<file path="src/hw/rtl/usan_pkg.sv">
// ============================================================================
// usan_pkg
// Types and constants shared by the UTF-8 stream sanitiser modules.
// ============================================================================
package usan_pkg;

    // Command codes
    localparam logic CMD_DATA  = 1'b0;
    localparam logic CMD_FLUSH = 1'b1;

    // Byte class limits
    localparam logic [7:0] CONT_LO   = 8'h80;
    localparam logic [7:0] CONT_HI   = 8'hBF;
    localparam logic [7:0] LEAD_LO   = 8'hC2;
    localparam logic [7:0] LEAD3_LO  = 8'hE0;
    localparam logic [7:0] LEAD4_LO  = 8'hF0;
    localparam logic [7:0] LEAD_HI   = 8'hF4;
    localparam logic [7:0] LEAD_ED   = 8'hED;
    localparam logic [7:0] SEC_A0    = 8'hA0;
    localparam logic [7:0] SEC_90    = 8'h90;

    // Replacement character U+FFFD
    localparam logic [7:0] REP_B0 = 8'hEF;
    localparam logic [7:0] REP_B1 = 8'hBF;
    localparam logic [7:0] REP_B2 = 8'hBD;

    // Most bytes one input can produce
    localparam int MAX_OUT = 6;

    // One queued job: the bytes one input produces, in order
    typedef struct packed {
        logic [MAX_OUT-1:0][7:0] bytes;
        logic [2:0]              cnt;
    } t_job;

endpackage

</file>
<file path="src/hw/rtl/usan_if.sv">
// ============================================================================
// usan_if
// Valid/ready channel interfaces for the sanitiser input and output streams.
// ============================================================================
interface usan_in_if;
    logic       valid;
    logic       ready;
    logic       command;
    logic [7:0] in_byte;

    modport source (output valid, output command, output in_byte, input ready);
    modport sink   (input valid, input command, input in_byte, output ready);
endinterface

interface usan_out_if;
    logic       valid;
    logic       ready;
    logic [7:0] out_byte;
    logic       last;

    modport source (output valid, output out_byte, output last, input ready);
    modport sink   (input valid, input out_byte, input last, output ready);
endinterface

</file>
<file path="src/hw/rtl/usan_front.sv">
// ============================================================================
// usan_front
// Accepts bytes and flushes, tracks the pending sequence and builds the list
// of output bytes each transfer causes.
// ============================================================================
module usan_front (
    input  logic          i_clk,
    input  logic          i_rst_n,
    usan_in_if.sink       i_in,
    input  logic          i_full,
    output logic          o_push,
    output usan_pkg::t_job o_job
);

    logic [7:0] r_held [3];
    logic [1:0] r_hc;
    logic [2:0] r_el;
    logic [1:0] n_hc;
    logic [2:0] n_el;

    logic       acc;
    logic [7:0] b;
    logic       is_cont;
    logic       sec_ok;
    logic       cont;
    logic       release_seq;
    logic       fresh;
    logic       is_lead;

    // prefix list (replacement or released sequence) and fresh-byte list
    logic [3:0][7:0] p;
    logic [2:0]      pn;
    logic [2:0][7:0] f;
    logic [1:0]      fn;

    assign i_in.ready = !i_full;
    assign acc        = i_in.valid && i_in.ready;
    assign b          = i_in.in_byte;

    // Classification
    always_comb begin
        is_cont = (b >= usan_pkg::CONT_LO) && (b <= usan_pkg::CONT_HI);
        sec_ok  = 1'b1;
        if (r_held[0] == usan_pkg::LEAD3_LO && b < usan_pkg::SEC_A0) sec_ok = 1'b0;
        if (r_held[0] == usan_pkg::LEAD_ED  && b >= usan_pkg::SEC_A0) sec_ok = 1'b0;
        if (r_held[0] == usan_pkg::LEAD4_LO && b < usan_pkg::SEC_90) sec_ok = 1'b0;
        if (r_held[0] == usan_pkg::LEAD_HI  && b >= usan_pkg::SEC_90) sec_ok = 1'b0;
        cont        = is_cont && !(r_hc == 2'd1 && !sec_ok);
        release_seq = ({1'b0, r_hc} + 3'd1 >= r_el) || (r_hc == 2'd3);
        is_lead     = (b >= usan_pkg::LEAD_LO) && (b <= usan_pkg::LEAD_HI);
    end

    // Output list and next state
    always_comb begin
        p     = '0;
        pn    = 3'd0;
        f     = '0;
        fn    = 2'd0;
        fresh = 1'b0;
        n_hc  = r_hc;
        n_el  = r_el;
        if (i_in.command == usan_pkg::CMD_FLUSH) begin
            if (r_hc != 2'd0) begin
                p    = {8'h00, usan_pkg::REP_B2, usan_pkg::REP_B1, usan_pkg::REP_B0};
                pn   = 3'd3;
                n_hc = 2'd0;
            end
        end else begin
            if (r_hc == 2'd0) begin
                fresh = 1'b1;
            end else if (cont) begin
                if (release_seq) begin
                    case (r_hc)
                        2'd1: begin
                            p  = {8'h00, 8'h00, b, r_held[0]};
                            pn = 3'd2;
                        end
                        2'd2: begin
                            p  = {8'h00, b, r_held[1], r_held[0]};
                            pn = 3'd3;
                        end
                        default: begin
                            p  = {b, r_held[2], r_held[1], r_held[0]};
                            pn = 3'd4;
                        end
                    endcase
                    n_hc = 2'd0;
                end else begin
                    n_hc = r_hc + 2'd1;
                end
            end else begin
                p     = {8'h00, usan_pkg::REP_B2, usan_pkg::REP_B1, usan_pkg::REP_B0};
                pn    = 3'd3;
                n_hc  = 2'd0;
                fresh = 1'b1;
            end
            if (fresh) begin
                if (b < usan_pkg::CONT_LO) begin
                    f  = {8'h00, 8'h00, b};
                    fn = 2'd1;
                end else if (is_lead) begin
                    n_hc = 2'd1;
                    if (b < usan_pkg::LEAD3_LO)      n_el = 3'd2;
                    else if (b < usan_pkg::LEAD4_LO) n_el = 3'd3;
                    else                             n_el = 3'd4;
                end else begin
                    f  = {usan_pkg::REP_B2, usan_pkg::REP_B1, usan_pkg::REP_B0};
                    fn = 2'd3;
                end
            end
        end
    end

    // Concatenate the two lists into the job
    always_comb begin
        logic [2:0] j;
        o_job.cnt = pn + {1'b0, fn};
        for (int k = 0; k < usan_pkg::MAX_OUT; k++) begin
            j = 3'(k) - pn;
            if (3'(k) < pn) o_job.bytes[k] = p[k[1:0]];
            else            o_job.bytes[k] = f[j[1:0]];
        end
    end

    assign o_push = acc && (o_job.cnt != 3'd0);

    // Pending-sequence state
    always_ff @(posedge i_clk) begin
        if (!i_rst_n) begin
            r_hc <= 2'd0;
            r_el <= 3'd0;
        end else if (acc) begin
            r_hc <= n_hc;
            r_el <= n_el;
        end
    end

    // Held bytes: lead on a fresh lead, continuation appended otherwise
    always_ff @(posedge i_clk) begin
        if (acc && i_in.command == usan_pkg::CMD_DATA) begin
            if (fresh && is_lead) begin
                r_held[0] <= b;
            end else if (r_hc != 2'd0 && cont && !release_seq) begin
                case (r_hc)
                    2'd1:    r_held[1] <= b;
                    default: r_held[2] <= b;
                endcase
            end
        end
    end

endmodule

</file>
<file path="src/hw/rtl/usan_queue.sv">
// ============================================================================
// usan_queue
// Two-entry job queue between the front and back ends.
// ============================================================================
module usan_queue (
    input  logic           i_clk,
    input  logic           i_rst_n,
    input  logic           i_push,
    input  usan_pkg::t_job i_job,
    input  logic           i_pop,
    output usan_pkg::t_job o_head,
    output logic           o_empty,
    output logic           o_full
);

    usan_pkg::t_job r_mem [2];
    logic           r_wptr;
    logic           r_rptr;
    logic [1:0]     r_cnt;

    assign o_empty = (r_cnt == 2'd0);
    assign o_full  = (r_cnt == 2'd2);
    assign o_head  = r_mem[r_rptr];

    // Pointers and fill level
    always_ff @(posedge i_clk) begin
        if (!i_rst_n) begin
            r_wptr <= 1'b0;
            r_rptr <= 1'b0;
            r_cnt  <= 2'd0;
        end else begin
            if (i_push) r_wptr <= ~r_wptr;
            if (i_pop)  r_rptr <= ~r_rptr;
            case ({i_push, i_pop})
                2'b10:   r_cnt <= r_cnt + 2'd1;
                2'b01:   r_cnt <= r_cnt - 2'd1;
                default: r_cnt <= r_cnt;
            endcase
        end
    end

    // Storage
    always_ff @(posedge i_clk) begin
        if (i_push) r_mem[r_wptr] <= i_job;
    end

endmodule

</file>
<file path="src/hw/rtl/usan_back.sv">
// ============================================================================
// usan_back
// Serialises queued jobs into single output bytes through an output register.
// ============================================================================
module usan_back (
    input  logic           i_clk,
    input  logic           i_rst_n,
    input  usan_pkg::t_job i_head,
    input  logic           i_empty,
    output logic           o_pop,
    usan_out_if.source     o_out
);

    logic [2:0] r_idx;
    logic       r_valid;
    logic [7:0] r_byte;
    logic       r_last;
    logic       load;
    logic       is_last;

    assign load    = !i_empty && (!r_valid || o_out.ready);
    assign is_last = (r_idx + 3'd1 == i_head.cnt);
    assign o_pop   = load && is_last;

    assign o_out.valid    = r_valid;
    assign o_out.out_byte = r_byte;
    assign o_out.last     = r_last;

    // Byte index within the head job and output valid
    always_ff @(posedge i_clk) begin
        if (!i_rst_n) begin
            r_idx   <= 3'd0;
            r_valid <= 1'b0;
        end else begin
            if (load) begin
                r_idx   <= is_last ? 3'd0 : r_idx + 3'd1;
                r_valid <= 1'b1;
            end else if (o_out.ready) begin
                r_valid <= 1'b0;
            end
        end
    end

    // Output payload
    always_ff @(posedge i_clk) begin
        if (load) begin
            r_byte <= i_head.bytes[r_idx];
            r_last <= is_last;
        end
    end

endmodule

</file>
<file path="src/hw/rtl/utf8_stream_sanitizer.sv">
// ============================================================================
// utf8_stream_sanitizer
// Byte-stream UTF-8 validator that replaces broken input with U+FFFD.
// ============================================================================
//  channel | dir | fields            | notes
//  i_in    | in  | command, in_byte  | flush when command is 1
//  o_out   | out | out_byte, last    | last marks the final byte of a transfer
//
//  One input transfer per cycle while the job queue has room; the front end
//  decides the whole output of a transfer in the cycle it is accepted.
//  The back end sends one output byte per cycle while the output is ready;
//  a transfer produces 1 to 6 bytes, and zero-byte transfers are not queued
//  and produce no output. Output stalls back up through the two-entry queue.
//  Reset is synchronous, active low, and clears the pending sequence.
// ============================================================================
module utf8_stream_sanitizer (
    input  logic       i_clk,
    input  logic       i_rst_n,
    usan_in_if.sink    i_in,
    usan_out_if.source o_out
);

    usan_pkg::t_job job;
    usan_pkg::t_job head;
    logic           push;
    logic           pop;
    logic           full;
    logic           empty;

    usan_front u_front (
        .i_clk   (i_clk),
        .i_rst_n (i_rst_n),
        .i_in    (i_in),
        .i_full  (full),
        .o_push  (push),
        .o_job   (job)
    );

    usan_queue u_queue (
        .i_clk   (i_clk),
        .i_rst_n (i_rst_n),
        .i_push  (push),
        .i_job   (job),
        .i_pop   (pop),
        .o_head  (head),
        .o_empty (empty),
        .o_full  (full)
    );

    usan_back u_back (
        .i_clk   (i_clk),
        .i_rst_n (i_rst_n),
        .i_head  (head),
        .i_empty (empty),
        .o_pop   (pop),
        .o_out   (o_out)
    );

endmodule

</file>
<file path="src/flat_wrapper.sv">
// flat-port wrapper written by rule: the top's interface ports become plain ports
module utf8_stream_sanitizer_flat 
  (i_clk, i_rst_n, i_in_valid, i_in_command, i_in_in_byte, i_in_ready, o_out_valid, o_out_out_byte, o_out_last, o_out_ready);
  usan_in_if i_in_i ();
  usan_out_if o_out_i ();
  input  logic i_clk;
  input  logic i_rst_n;
  input wire logic [$bits(i_in_i.valid)-1:0] i_in_valid;
  input wire logic [$bits(i_in_i.command)-1:0] i_in_command;
  input wire logic [$bits(i_in_i.in_byte)-1:0] i_in_in_byte;
  output wire logic [$bits(i_in_i.ready)-1:0] i_in_ready;
  output wire logic [$bits(o_out_i.valid)-1:0] o_out_valid;
  output wire logic [$bits(o_out_i.out_byte)-1:0] o_out_out_byte;
  output wire logic [$bits(o_out_i.last)-1:0] o_out_last;
  input wire logic [$bits(o_out_i.ready)-1:0] o_out_ready;
  assign i_in_i.valid = i_in_valid;
  assign i_in_i.command = i_in_command;
  assign i_in_i.in_byte = i_in_in_byte;
  assign i_in_ready = i_in_i.ready;
  assign o_out_valid = o_out_i.valid;
  assign o_out_out_byte = o_out_i.out_byte;
  assign o_out_last = o_out_i.last;
  assign o_out_i.ready = o_out_ready;
  utf8_stream_sanitizer u_core (.i_clk(i_clk), .i_rst_n(i_rst_n), .i_in(i_in_i), .o_out(o_out_i));
endmodule
</file>
<file path="config.mk">
export PLATFORM = sky130hd
export DESIGN_NAME = utf8_stream_sanitizer_flat
export DESIGN_NICKNAME = d
export VERILOG_FILES = /design/src/hw/rtl/usan_pkg.sv /design/src/hw/rtl/usan_if.sv /design/src/hw/rtl/usan_front.sv /design/src/hw/rtl/usan_queue.sv /design/src/hw/rtl/usan_back.sv /design/src/hw/rtl/utf8_stream_sanitizer.sv /design/src/flat_wrapper.sv
export SDC_FILE = /design/constraint.sdc
export NUM_CORES = 1
export LEC_CHECK = 0
export BUFFER_PORTS_ARGS = -buffer_cell sky130_fd_sc_hd__buf_4
export CAP_MARGIN = 30
export CORE_ASPECT_RATIO = 1.5
export CORE_MARGIN = 3
export CORE_UTILIZATION = 40
export CTS_BUF_LIST = sky130_fd_sc_hd__clkbuf_16
export DETAILED_ROUTE_END_ITERATION = 6
export PLACE_DENSITY = 0.59
export SLEW_MARGIN = 20
export SYNTH_ARGS = -nofsm -noshare
export SYNTH_HDL_FRONTEND = slang
export SYNTH_SLANG_ARGS = --single-unit
</file>
<file path="constraint.sdc">
create_clock -name i_clk -period 12.5 [get_ports i_clk]
set_input_delay 1.875 -clock i_clk [delete_from_list [all_inputs] [get_ports i_clk]]
set_output_delay 1.875 -clock i_clk [all_outputs]
set_load 0.005 [all_outputs]
</file>
==> results.yml <==
outcome:
  status: "finished, final reports clean"
worst_hold_path:
  hold_class: "flop to flop"
global_routing:
  antenna_found_initial: 0
  grt_max_degree: 52
  grt_overflow: 0
  grt_pass1_wl_um: 23200
  grt_pass1_vias: 4090
  track_usage_pct: 16.2
cells_and_area:
  diodes: 0
  nets: 524
  fin_cells: 719
  drive_above_1_share_pct: 22.6
  area_delta_synth_final_pct: 14.2
sta:
  layout_setup_ws_ns: 6.84
  rsz0062_at_grt: "no"
  relSlewSlack_pct: 42.5
  fin_crit_sh_pct: 45.3
  fin_skew_ns: 0.0106
  setup-violations-final: 0
  worst_pin_slew_ns: 0.863
  timing_hold_violations_final: 0
  final.setup.tns_ns: 0
  fmax_ghz: 0.177
  slew_violations: 0
  layout_min_cycle_time_ns: 5.66
yosys:
  synth-edff-count: 135
  synth_area_per_cell_um2: 14.4
  async_reset_ff_share_pct: 0
  synth_warnings: 0
  synth.cell_area_um2: 6840
  synth_flop_cell: "edfxtp_1"
  synth-seq-area-share_pct: 63.4
  syn_inst: 475
  ys_ff_latch: 149
  ys_types: 66
clock_tree:
  numCtsBuffers: 17
  post_cts_buffers: 0
  holdBufCountCts: 0
  clkSinkCount: 149
  clk_pin_slew_ns: 0.06
  cts-root-buf: "clkbuf_16"
  clk_path_buf_depth: 2
  cts_resized: 0
  tritoncts: "built"
  cts_htree_levels: 4
  worstSkewPairLatency_ns: 0.42
die:
  num_io_pins: 24
  die_w_um: 113
  start_util_pct: 41.5
  die_y_um: 166
  die-area_um2: 18700
  core-area_um2: 16500
  num_rows: 57
placement:
  dp_cells: 687
  place_hpwl_um: 10300
  pre_cts_ws_ns: 6.46
  port_buffers: 23
  place_congestion: 1.01
drt:
  via_per_inst: 5.61
  drc: 0
  drtIter0Drc: 224
  firstDrtPassIters: 6
  vias: 4030
  routed_wl_um: 14700
  ant_nets: 0
  wl_per_cell_um: 20.4
worst_setup_path:
  critPathMaxFanout: 12
  critPathKind: "input pin to flop"
  worst_ep_arrival_time_ns: 5.99
  worst_setup_path_start_kind: "input pin"
  end_kind: "flop"
  cp.required_ns: 12.83
power_and_ir_drop:
  seq_power_share_pct: 46.2
  pwr-share-comb_pct: 16.7
  clockPowerShare_pct: 37.0
  swShare_pct: 26.4
  leakage_nw: 2.68
  total_power_mw: 1.35
  internal_power_mw: 0.997
  p_sw_mw: 0.358
  irDropWorstVdd_v: 0.0000798
  p_per_area_nw_per_um2: 173
flow_run:
  max-cap-violations: 0
-- power by group through the flow --
| stage | combinational [mW] | sequential, mW | clock [mW] |
|---|---|---|---|
| 2_1_floorplan | 0.161 | 0.632 | 0 |
| 3_3_place_gp | 0.224 | 0.638 | 0 |
| 3_5_place_dp | 0.232 | 0.638 | 0 |
| 4_1_cts | 0.233 | 0.627 | 0.510 |
| 5_1_grt | 0.251 | 0.631 | 0.532 |
| 6_report | 0.227 | 0.626 | 0.501 |
-- cell usage after synthesis (all sizes together) (3+ instances only) --
| cell type | number | area share [%] |
|---|---|---|
| mux2i | 14 | 2.1 |
| nand2 | 14 | 0.77 |
| ha | 10 | 1.8 |
| edfxtp | 135 | 59 |
| and2 | 8 | 0.77 |
| o31a | 9 | 1.3 |
| mux4 | 24 | 7.9 |
| nand3 | 13 | 0.95 |
| nor3 | 10 | 0.88 |
| inv | 26 | 1.4 |
| a21oi | 14 | 1.2 |
| nand4 | 3 | 0.27 |
| nor2 | 34 | 2.0 |
| nor4 | 3 | 0.27 |
| dfxtp | 14 | 4.1 |
| a221o | 4 | 0.59 |
| a21boi | 7 | 0.77 |
| a221oi | 8 | 1.0 |
| xor2 | 3 | 0.38 |
| o21a | 4 | 0.44 |
| o22ai | 10 | 1.0 |
| clkbuf | 12 | 0.66 |
| xnor2 | 6 | 0.77 |
| o211ai | 3 | 0.33 |
| nand2b | 5 | 0.46 |
| buf | 14 | 1.3 |
| a31oi | 5 | 0.46 |
| a21o | 7 | 0.77 |
| o21ai | 26 | 1.9 |
-- final cells by class --
type	instances	area, um2
fill	1412	8660
sequential	149	4340
multi-input combinational	272	2270
clock buffer	17	425
timing repair buffer	33	268
tap	206	258
clock inverter	15	158
inverter	27	101
-- sequential cells by signal, summed over array words and instances (netlist names), 2 cells and up, named ones only --
register,count
u_core.u_front.r_el,3
u_core.u_back.o_out.out_byte,8
u_core.u_front.r_held,24
u_core.u_queue.r_mem,102
u_core.u_front.r_hc,2
u_core.u_back.r_idx,3
u_core.u_queue.r_cnt,2
-- logic make-up (layout without fill, tap and decap cells) --
family                     Yosys count  count (layout)  synth area share [%]
DFF                                149             149                  63.4
and+or+nand+nor                    106             106                  8.36
AOI/OAI and AO/OA                  105             105                  10.9
buffers and inverters               55              92                  3.77
muxes                               39              39                  10.2
adders and majority gates           11              11                  2.12
xor gates and xnor gates             9               9                  1.15
other                                1               2                0.0548
-- worst paths after layout --
check / start / to / slack [ns] / depth (start not counted)
hold / removal: u_core.u_front.r_el[0] / u_core.u_front.r_el[0] / 0.49 / 2
setup / recovery: i_in_in_byte[1] / u_core.u_queue.r_cnt[1] / 6.84 / 14
hold reg to reg: u_core.u_front.r_el[0] / u_core.u_front.r_el[0] / 0.49 / 2
setup reg to reg: u_core.u_front.r_hc[0] / u_core.u_queue.r_cnt[1] / 7.21 / 18
-- worst max-delay path, stage by stage --
cell and delay (ns):
buf_4 0.15, nor3_1 0.18, nand2_1 0.10, a31oi_1 0.42, and2_0 0.35, o31a_2 0.36, inv_1 0.25, fa_1 0.51
or3_1 0.38, a21boi_0 0.41, or2_2 0.19, ha_1 0.25, or3_1 0.37, a21boi_0 0.19
-- cells in the final DEF, fill, tap and decap left out, drive strengths merged, types with 9 or more instances in the layout --
cell type,n
nand2,14
buf,33
edfxtp,135
a21oi,14
mux2i,14
nand3,13
nor3,10
mux4,24
inv,36
o21ai,26
ha,10
o31a,9
clkbuf,17
o22ai,10
dfxtp,14
nor2,34
-- layer usage --
metal	part of all wire, %	wire length, um	GRT usage (%)
met5	0	0	0
met4	2.3	332	5.81
met3	3.6	534	3.43
met2	53	7750	27.5
met1	41	6050	20.4
-- stage by stage --
| stage | instance area (um2) | util (%) | hold slack (ns) |
|---|---|---|---|
| 4_1_cts | 7810 | 47.4 | 0.495 |
| 3_3_place_gp | 7190 | 43.7 | 0.474 |
| 2_1_floorplan | 6840 | - | 0.458 |
| 3_5_place_dp | 7230 | 43.9 | 0.483 |
| 5_1_grt | 7810 | 47.4 | 0.531 |
| 6_report | 7810 | 47.4 | 0.485 |
(Power assumes the default switching activity.)
